--- config.mk ---
export PLATFORM = sky130hd
export DESIGN_NAME = maft_ctrl
export DESIGN_NICKNAME = d
export VERILOG_FILES = /design/src/hw/rtl/maft_pkg.sv /design/src/hw/rtl/maft_ctrl.sv
export SDC_FILE = /design/constraint.sdc
export NUM_CORES = 1
export LEC_CHECK = 0
export BUFFER_PORTS_ARGS = -buffer_cell sky130_fd_sc_hd__buf_2
export CORE_AREA = 3 3 40 42
export CTS_BUF_LIST = sky130_fd_sc_hd__clkbuf_16
export DETAILED_ROUTE_END_ITERATION = 8
export DIE_AREA = 0 0 43 45
export PLACE_DENSITY = 0.39
export SYNTH_ARGS = -nofsm -noshare
export SYNTH_HDL_FRONTEND = slang
export SYNTH_SLANG_ARGS = --single-unit
--- constraint.sdc ---
create_clock -name clk -period 1 [get_ports clk]
set_input_delay 0.2 -clock clk [delete_from_list [all_inputs] [get_ports clk]]
set_output_delay 0.2 -clock clk [all_outputs]
set_load 0.005 [all_outputs]
--- src/hw/rtl/maft_pkg.sv ---
// ----------------------------------------------------------------------------
// maft_pkg: shared types and constants for the masked address filter table
// Holds the request and status codes and the controller/datapath links.
// ----------------------------------------------------------------------------
package maft_pkg;

	// default number of table entries
	localparam int unsigned TABLE_DEPTH_DEF = 1024;

	// field widths fixed by the interface
	localparam int unsigned MODE_W   = 2;
	localparam int unsigned ADDR_W   = 32;
	localparam int unsigned SLOT_W   = 10;
	localparam int unsigned STATUS_W = 2;

	// request modes
	localparam logic [MODE_W-1:0] MODE_CHECK  = 2'd0;
	localparam logic [MODE_W-1:0] MODE_ADD    = 2'd1;
	localparam logic [MODE_W-1:0] MODE_REMOVE = 2'd2;

	// result status codes
	localparam logic [STATUS_W-1:0] ST_DONE    = 2'd0;
	localparam logic [STATUS_W-1:0] ST_FULL    = 2'd1;
	localparam logic [STATUS_W-1:0] ST_MISSING = 2'd2;

	// controller to datapath commands
	typedef struct packed {
		logic load;    // latch a new request, restart the scan
		logic step;    // advance the scan by one entry
		logic commit;  // update the table and load the result register
	} ctl_cmd_t;

	// datapath to controller status
	typedef struct packed {
		logic done;    // scan has found its entry or reached the high-water mark
	} dp_stat_t;

endpackage

--- src/hw/rtl/maft_ctrl.sv ---
// ----------------------------------------------------------------------------
// maft_ctrl: request sequencer
// Accepts requests, steps the table scan and hands results to the output
// register, holding the finished scan while that register is still full.
// ----------------------------------------------------------------------------
module maft_ctrl (
	input  logic                clk,
	input  logic                arst_n,
	input  logic                in_valid,
	output logic                in_ready,
	output logic                out_valid,
	input  logic                out_ready,
	output maft_pkg::ctl_cmd_t  cmd,
	input  maft_pkg::dp_stat_t  stat
);

	typedef enum logic [1:0] {
		S_IDLE = 2'b01,
		S_SCAN = 2'b10
	} state_t;

	state_t state_q;
	state_t state_d;
	logic   out_valid_q;

	// issue commands from the current state
	always_comb begin
		cmd.load   = in_valid && (state_q == S_IDLE);
		cmd.step   = (state_q == S_SCAN) && !stat.done;
		cmd.commit = (state_q == S_SCAN) && stat.done && (!out_valid_q || out_ready);
	end

	assign in_ready  = (state_q == S_IDLE);
	assign out_valid = out_valid_q;

	// next state
	always_comb begin
		state_d = state_q;
		unique case (state_q)
			S_IDLE: begin
				if (cmd.load) begin
					state_d = S_SCAN;
				end
			end
			S_SCAN: begin
				if (cmd.commit) begin
					state_d = S_IDLE;
				end
			end
			default: begin
				state_d = S_IDLE;
			end
		endcase
	end

	always_ff @(posedge clk or negedge arst_n) begin
		if (!arst_n) begin
			state_q <= S_IDLE;
		end else begin
			state_q <= state_d;
		end
	end

	// hold the result flag until the result is taken
	always_ff @(posedge clk or negedge arst_n) begin
		if (!arst_n) begin
			out_valid_q <= 1'b0;
		end else if (cmd.commit) begin
			out_valid_q <= 1'b1;
		end else if (out_ready) begin
			out_valid_q <= 1'b0;
		end
	end

`ifndef NO_ASSERTIONS
	// never overwrite a result that has not been taken
	a_no_overwrite: assert property (@(posedge clk) disable iff (!arst_n)
		cmd.commit |-> (!out_valid_q || out_ready))
		else $error("result register overwritten");

	// an accepted request always starts a scan
	a_load_scan: assert property (@(posedge clk) disable iff (!arst_n)
		(in_valid && in_ready) |=> (state_q == S_SCAN))
		else $error("accepted request did not start a scan");

	// the scan never advances past its own result
	a_step_done: assert property (@(posedge clk) disable iff (!arst_n)
		cmd.step |-> !stat.done)
		else $error("scan stepped after finishing");
`endif

endmodule

---- Word-level counts from Yosys, hierarchy flattened ----
Index checks and enable logic that the tools add are counted.
storage, ports and cells
  bits in read-only memories .............. 0
  RAM bits ................................ 0
  output and inout bits ................... 5
  flip-flop bits (word level) ............. 3
  latch bits .............................. 0
  memories ................................ 0
operators by class
  reduce and logical (&&, ||, !) cells .... 9
  bitwise operators ....................... 0
  magnitude comparators ................... 0
  multipliers ............................. 0
  divide/modulo/power cells ............... 0
  multiplexer cells ....................... 5
  shift-type cells ........................ 0
  add/subtract/negate cells ............... 0
  equality and inequality tests ........... 4
operators with widths
  kind                  number
  $logic_and A1 B1 Y1   4
  $mux W2               2
  $pmux W2 S2           1
  $eq A2 B1 Y1 const B  1
  $eq A2 B2 Y1 const B  1
  $logic_not A1 Y1      2
  $mux W1               2
  $ne A2 B1 Y1 const B  1
  $ne A2 B2 Y1 const B  1
  $reduce_and A2 Y1     1
  $reduce_bool A2 Y1    1
  $logic_or A1 B1 Y1    1

---- Logic depth before layout (Yosys ltp) ----
Gate-level depths: netlist of the first run.
  depth in word-level cells ............... 5
  depth in mapped cells ................... 3

---- Worst setup path before layout of the first run ----
OpenSTA, ideal clock, no wires.
  path type ............................... flip-flop to output port
  start point ............................. reg state_q[0]
  end point ............................... out cmd[0] in the netlist's numbering
  cell stages (with the launch flop) ...... 3
  arrival ................................. 0.912 ns
  slack ................................... -0.112 ns
  path through ............................ dfstp_2 -> and2b_2 -> and3_1
RTL lines
  what                      line             RTL
  start: declaration        maft_ctrl.sv:22  state_t state_q;
  start signal: assignment  maft_ctrl.sv:60  state_q <= state_d;
  end: declaration          maft_ctrl.sv:13  output maft_pkg::ctl_cmd_t cmd,

==> results.py, run 1 <==
metrics = {
    "worst_setup_path": {
        "start_kind": "register",
        "path_class": "reg2out",
        "slowest_stage": "dfstp_2",
        "rr_startpoint": "state_q[0]",
        "crit_fanout": 3,
        "critical_path_required_ps": 800,
        "endpoint_kind": "primary output",
        "crit_path_start": "state_q[0]",
        "max_stage_delay_ps": 510,
        "crit_arrival_ps": 1200,
        "crit_chain": "and2b_2 > and3_4 > buf_6",
    },
    "routing": {
        "routedWlPerCell_um": 8.41,
        "wl_um": 387,
        "vias_per_cell": 3.46,
        "vias": 159,
        "drtIter0Drc": 0,
        "drc_errors": 0,
        "first_pass_iters": 1,
        "ant_nets": 0,
    },
    "timing": {
        "drv_slew": 0,
        "finClkSkew_ps": 1.34,
        "setup_viol": 7,
        "setup_slack_ps": -401,
        "rsz0062_at_grt": "yes",
        "hold_violations": 0,
        "max_freq_mhz": 714,
        "period_needed_ps": 1400,
        "setup_tns_ps": -1630,
        "hold_slack_ps": 224,
        "post-route-period-util_pct": 140,
        "worstMarginPinSlew_ps": 125,
        "max_slew_margin_pct": 91.6,
    },
    "job": {
        "drv_cap": 0,
    },
    "synthesis": {
        "synth_top_area_share_pct": 33.3,
        "ys_warn_count": 0,
        "synth_most_common_cell": "nand2_1",
        "synth_commonest_cells": "nand2_1 (3), dfrtp_1 (2)",
        "synth.area.top_cells": "dfrtp_1 (33%), dfstp_2 (18%), nor2b_4 (9.2%)",
        "synth-seq-cells": 3,
        "synth.distinct_cells": 11,
        "synth_edf_count": 0,
        "synth_top_cell_by_area": "dfrtp_1",
        "synth_top_flop_cell": "dfrtp_1",
        "syn_area_per_cell_um2": 10.7,
        "synth-async-reset-ratio_pct": 100,
        "synth_nets": 19,
        "yosysSeqAreaShare_pct": 50.8,
        "netlist_area_um2": 150,
        "syn_inst": 14,
    },
    "clock_tree": {
        "cts_tree": "built",
        "cts_sinks": 3,
        "clk_pin_slew_ps": 30,
        "cts_max_level": 1,
        "clock_latency_ps": 220,
        "root_buffer": "clkbuf_16",
        "cts_buffer_depth": 2,
        "numCtsBuffers": 3,
    },
    "power_and_ir_drop": {
        "clkPwrFrac_pct": 58.0,
        "p_leak_uw": 0.000195,
        "ir_worst_vdd_mv": 1.61,
        "powerDensity_nw_per_um2": 2980,
        "switching_power_uw": 206,
        "power_frac_seq_pct": 16.9,
        "power.share.switching_pct": 19.4,
        "power.share.combinational_pct": 25.0,
        "intPower_uw": 855,
    },
    "finish": {
        "multi_input_area_um2": 82.6,
        "drive_gt1_share_pct": 67.7,
        "nNetsFinal": 37,
        "antennaDiodeCount": 0,
        "final_cell_area_um2": 357,
        "fill_cells": 141,
        "seqCellArea_um2": 76.3,
        "syn2layout_area_growth_pct": 138,
    },
    "global_routing": {
        "antenna_found_initial": 0,
        "grt_pass1_vias": 167,
        "overflow": 0,
        "grt_start_max_net_pins": 5,
        "grt_pass1_wl_um": 703,
        "grt_usage_pct": 5.43,
    },
    "die": {
        "core_um2": 1280,
        "io_pins": 10,
        "die_h_um": 45,
        "die-area_um2": 1940,
        "rows": 13,
        "fp.dieW_um": 43,
        "start_util_pct": 11.7,
    },
    "placement": {
        "gp_congestion": 0.709,
        "numPortBuffers": 9,
        "placed_cell_area_um2": 234,
        "place_ws_ps": -184,
    },
    "outcome": {
        "status": "finished, violations left",
        "violations": "negative setup slack",
    },
    "min_path": {
        "min_from": "stat",
        "hold_class": "in2reg",
    },
}
final timing paths:
check                              to  slack, ps  depth (start not counted)
min in group asynchronous   out_valid        310                          2
setup reg to reg           state_q[1]       -130                          3
hold reg to reg             out_valid        520                          2
setup / recovery               cmd[0]       -400                          3
max in group asynchronous  state_q[0]        490                          2
hold / removal              out_valid        220                          3
cell usage in the layout, fill, tap and decap left out, types with 2 or more instances in the layout:
| cell | instances |
|---|---|
| dfrtp_1 | 2 |
| buf_6 | 4 |
| buf_4 | 2 |
| nand2_1 | 3 |
| buf_2 | 6 |
| clkbuf_16 | 3 |
worst max-delay path: cells and delay by family (launching register included):
kind | cells | cell delay [ps]
buf+inv | 1 | 110
flops | 1 | 510
simple gates | 2 | 370
repair_timing:
| action | in CTS | in global routing |
|---|---|---|
| hold buffers | 1 | 0 |
| gates resized for setup | 5 | 0 |
| pin swaps | 2 | 1 |
| hold endpoints to repair | 3 | 0 |
| endpoints found under the setup margin | 7 | 7 |
| buffers inserted | 2 | 0 |
final cells by class:
type / count / share of cell area [%]
Timing Repair Buffer: 13 / 28.1
Multi-Input combinational cell: 11 / 23.2
Sequential cell: 3 / 21.4
Clock buffer: 3 / 21.1
Tap cell: 15 / 5.26
Clock inverter: 1 / 1.05
per-layer routing:
layer / GRT usage (%) / share of wire, % / wire [um] / vias to the layer above
met5: 0 / 0 / 0 / -
met3: 6.37 / 22 / 85 / 0
li1: - / - / - / 78
met2: 6.89 / 34 / 131 / 12
met1: 5.58 / 44 / 170 / 69
met4: 1.81 / 0 / 0 / 0
state kept, by name (all words and copies together) (netlist names):
name / count
state_q: 2
out_valid: 1
kinds of logic after synthesis:
| group | count (synthesis) | share of synthesized area, % |
|---|---|---|
| and+or+nand+nor | 9 | 40.8 |
| DFF | 3 | 50.8 |
| AOI/OAI and AO/OA | 2 | 8.33 |
power by group through the flow:
stage          clock network, uW  logic (uW)  registers (uW)
4_1_cts                      629         267             181
5_1_grt                      641         291             185
6_report                     616         266             180
2_1_floorplan                  0        97.4             180
3_5_place_dp                   0         179             182
3_3_place_gp                   0         174             180
metrics by stage:
stage          cells  util [%]  power (uW)
2_1_floorplan     14         -         277
6_report          46      27.8        1060
5_1_grt           46      27.8        1120
3_5_place_dp      40      18.2         361
3_3_place_gp      40      18.2         354
4_1_cts           46      27.8        1080
(Power assumes the default switching activity.)
==> inputs of run 2 (changes only) <==
Settings changed: SLEW_MARGIN from default to 20, TNS_END_PERCENT from default to 10.
==> results.py, run 2 (same netlist as run 1, synthesis figures left out) <==
metrics = {
    "global_routing": {
        "grt_start_max_net_pins": 5,
        "overflow": 0,
        "grt_usage_pct": 5.34,
        "grt_pass1_vias": 165,
        "grt_pass1_wl_um": 683,
        "antenna_found_initial": 0,
    },
    "worst_setup_path": {
        "worstReg2RegEnd": "state_q[1]",
        "rr_startpoint": "state_q[0]",
        "crit_arrival_ps": 1200,
        "crit_path_start": "state_q[0]",
        "crit_fanout": 3,
        "endpoint_kind": "primary output",
        "critical_path_required_ps": 800,
        "rrSetupSlack_ps": -220,
        "path_class": "reg2out",
        "reg2regPathDepth": 4,
        "start_kind": "register",
    },
    "routing": {
        "vias_per_cell": 3.43,
        "first_pass_iters": 1,
        "ant_nets": 0,
        "drc_errors": 0,
        "routedWlPerCell_um": 8.28,
        "drtIter0Drc": 0,
        "wl_um": 381,
        "vias": 158,
    },
    "placement": {
        "numPortBuffers": 9,
        "gp_congestion": 0.709,
        "placed_cell_area_um2": 234,
    },
    "timing": {
        "setup_slack_ps": -401,
        "max_slew_margin_pct": 91.6,
        "period_needed_ps": 1400,
        "max_freq_mhz": 714,
        "rsz0062_at_grt": "yes",
        "finClkSkew_ps": 1.43,
        "hold_violations": 0,
        "worstMarginPinSlew_ps": 125,
        "setup_viol": 7,
        "post-route-period-util_pct": 140,
        "drv_slew": 0,
    },
    "finish": {
        "seqCellArea_um2": 76.3,
        "multi_input_area_um2": 82.6,
        "syn2layout_area_growth_pct": 133,
        "final_common_cell": "buf_2",
        "nNetsFinal": 37,
        "fill_cells": 145,
        "antennaDiodeCount": 0,
        "largest-register": "state_q",
        "final_cell_area_um2": 350,
        "largest_register_ffs": 2,
        "drive_gt1_share_pct": 67.7,
        "final_cell_mix": "buf_2 (7), nand2_1 (3), clkbuf_16 (3), buf_6 (3)",
    },
    "outcome": {
        "violations": "negative setup slack",
        "status": "finished, violations left",
    },
    "power_and_ir_drop": {
        "power.total_uw": 1020,
        "powerDensity_nw_per_um2": 2900,
        "ir_worst_vdd_mv": 1.73,
        "p_leak_uw": 0.000193,
    },
    "die": {
        "die_h_um": 45,
        "io_pins": 10,
        "core_um2": 1280,
        "start_util_pct": 11.7,
        "rows": 13,
        "fp.dieW_um": 43,
        "die-area_um2": 1940,
    },
    "min_path": {
        "hold_class": "in2reg",
        "holdPathStages": 3,
        "hold_end": "out_valid",
        "min_from": "stat",
    },
    "clock_tree": {
        "clock_latency_ps": 220,
        "cts_sinks": 3,
        "cts_tree": "built",
        "cts_max_level": 1,
        "clk_pin_slew_ps": 30,
        "numCtsBuffers": 3,
        "root_buffer": "clkbuf_16",
        "cts_buffer_depth": 2,
    },
    "job": {
        "drv_cap": 0,
    },
}
run 2: changes by cell type in the layout (fill, tap and decap cells not counted):
cell   previous run  this run
buf_2             6         7
buf_6             4         3
run 2: where the power goes:
| part | internal (uW) | switching [uW] |
|---|---|---|
| logic | 143 | 76.1 |
| clock network | 515 | 101 |
| registers | 161 | 19.1 |
run 2: timing repair:
action                                  in CTS  in global routing
gates resized for setup                      3                  1
setup buffers                                1                  0
endpoints found under the hold margin        3                  0
pin swaps                                    1                  0
endpoints found under the setup margin       7                  7
hold buffers                                 1                  0
run 2: final cells by class:
cell class | count | share of cell area (%)
Clock inverter | 1 | 1.07
Sequential cell | 3 | 21.8
Timing Repair Buffer | 13 | 26.8
Multi-Input combinational cell | 11 | 23.6
Clock buffer | 3 | 21.4
Tap cell | 15 | 5.36
run 2: metal layers:
layer / GRT usage, % / wire (um) / up-vias
met5: 0 / 0 / -
met4: 1.81 / 0 / 0
met3: 5.98 / 83 / 0
met2: 6.89 / 131 / 12
met1: 5.58 / 166 / 68
li1: - / - / 78
run 2: through the flow:
| stage | TNS (ps) | hold WS (ps) | worst slack (ps) | instances | util, % |
|---|---|---|---|---|---|
| finish | -1820 | 224 | -401 | 46 | 27.3 |
| global route | -2150 | 238 | -441 | 46 | 27.3 |
| CTS | -1920 | 222 | -407 | 46 | 27.0 |
| detailed placement | -707 | -0.451 | -184 | 40 | 18.2 |
| global placement | -627 | -2.16 | -173 | 40 | 18.2 |
| floorplan | -142 | -95.6 | -76.1 | 14 | - |
run 2: critical path, cell delays in order, from the launching register on:
cell and delay, ps:
dfstp_2 510, and2b_2 220, and3_4 150, buf_6 110
run 2: worst max-delay path by stage:
stage               endpoint  slack (ps)
floorplan             cmd[0]         -80
global placement      cmd[0]        -170
detailed placement    cmd[0]        -180
CTS                   cmd[0]        -410
global route          cmd[0]        -440
finish                cmd[0]        -400
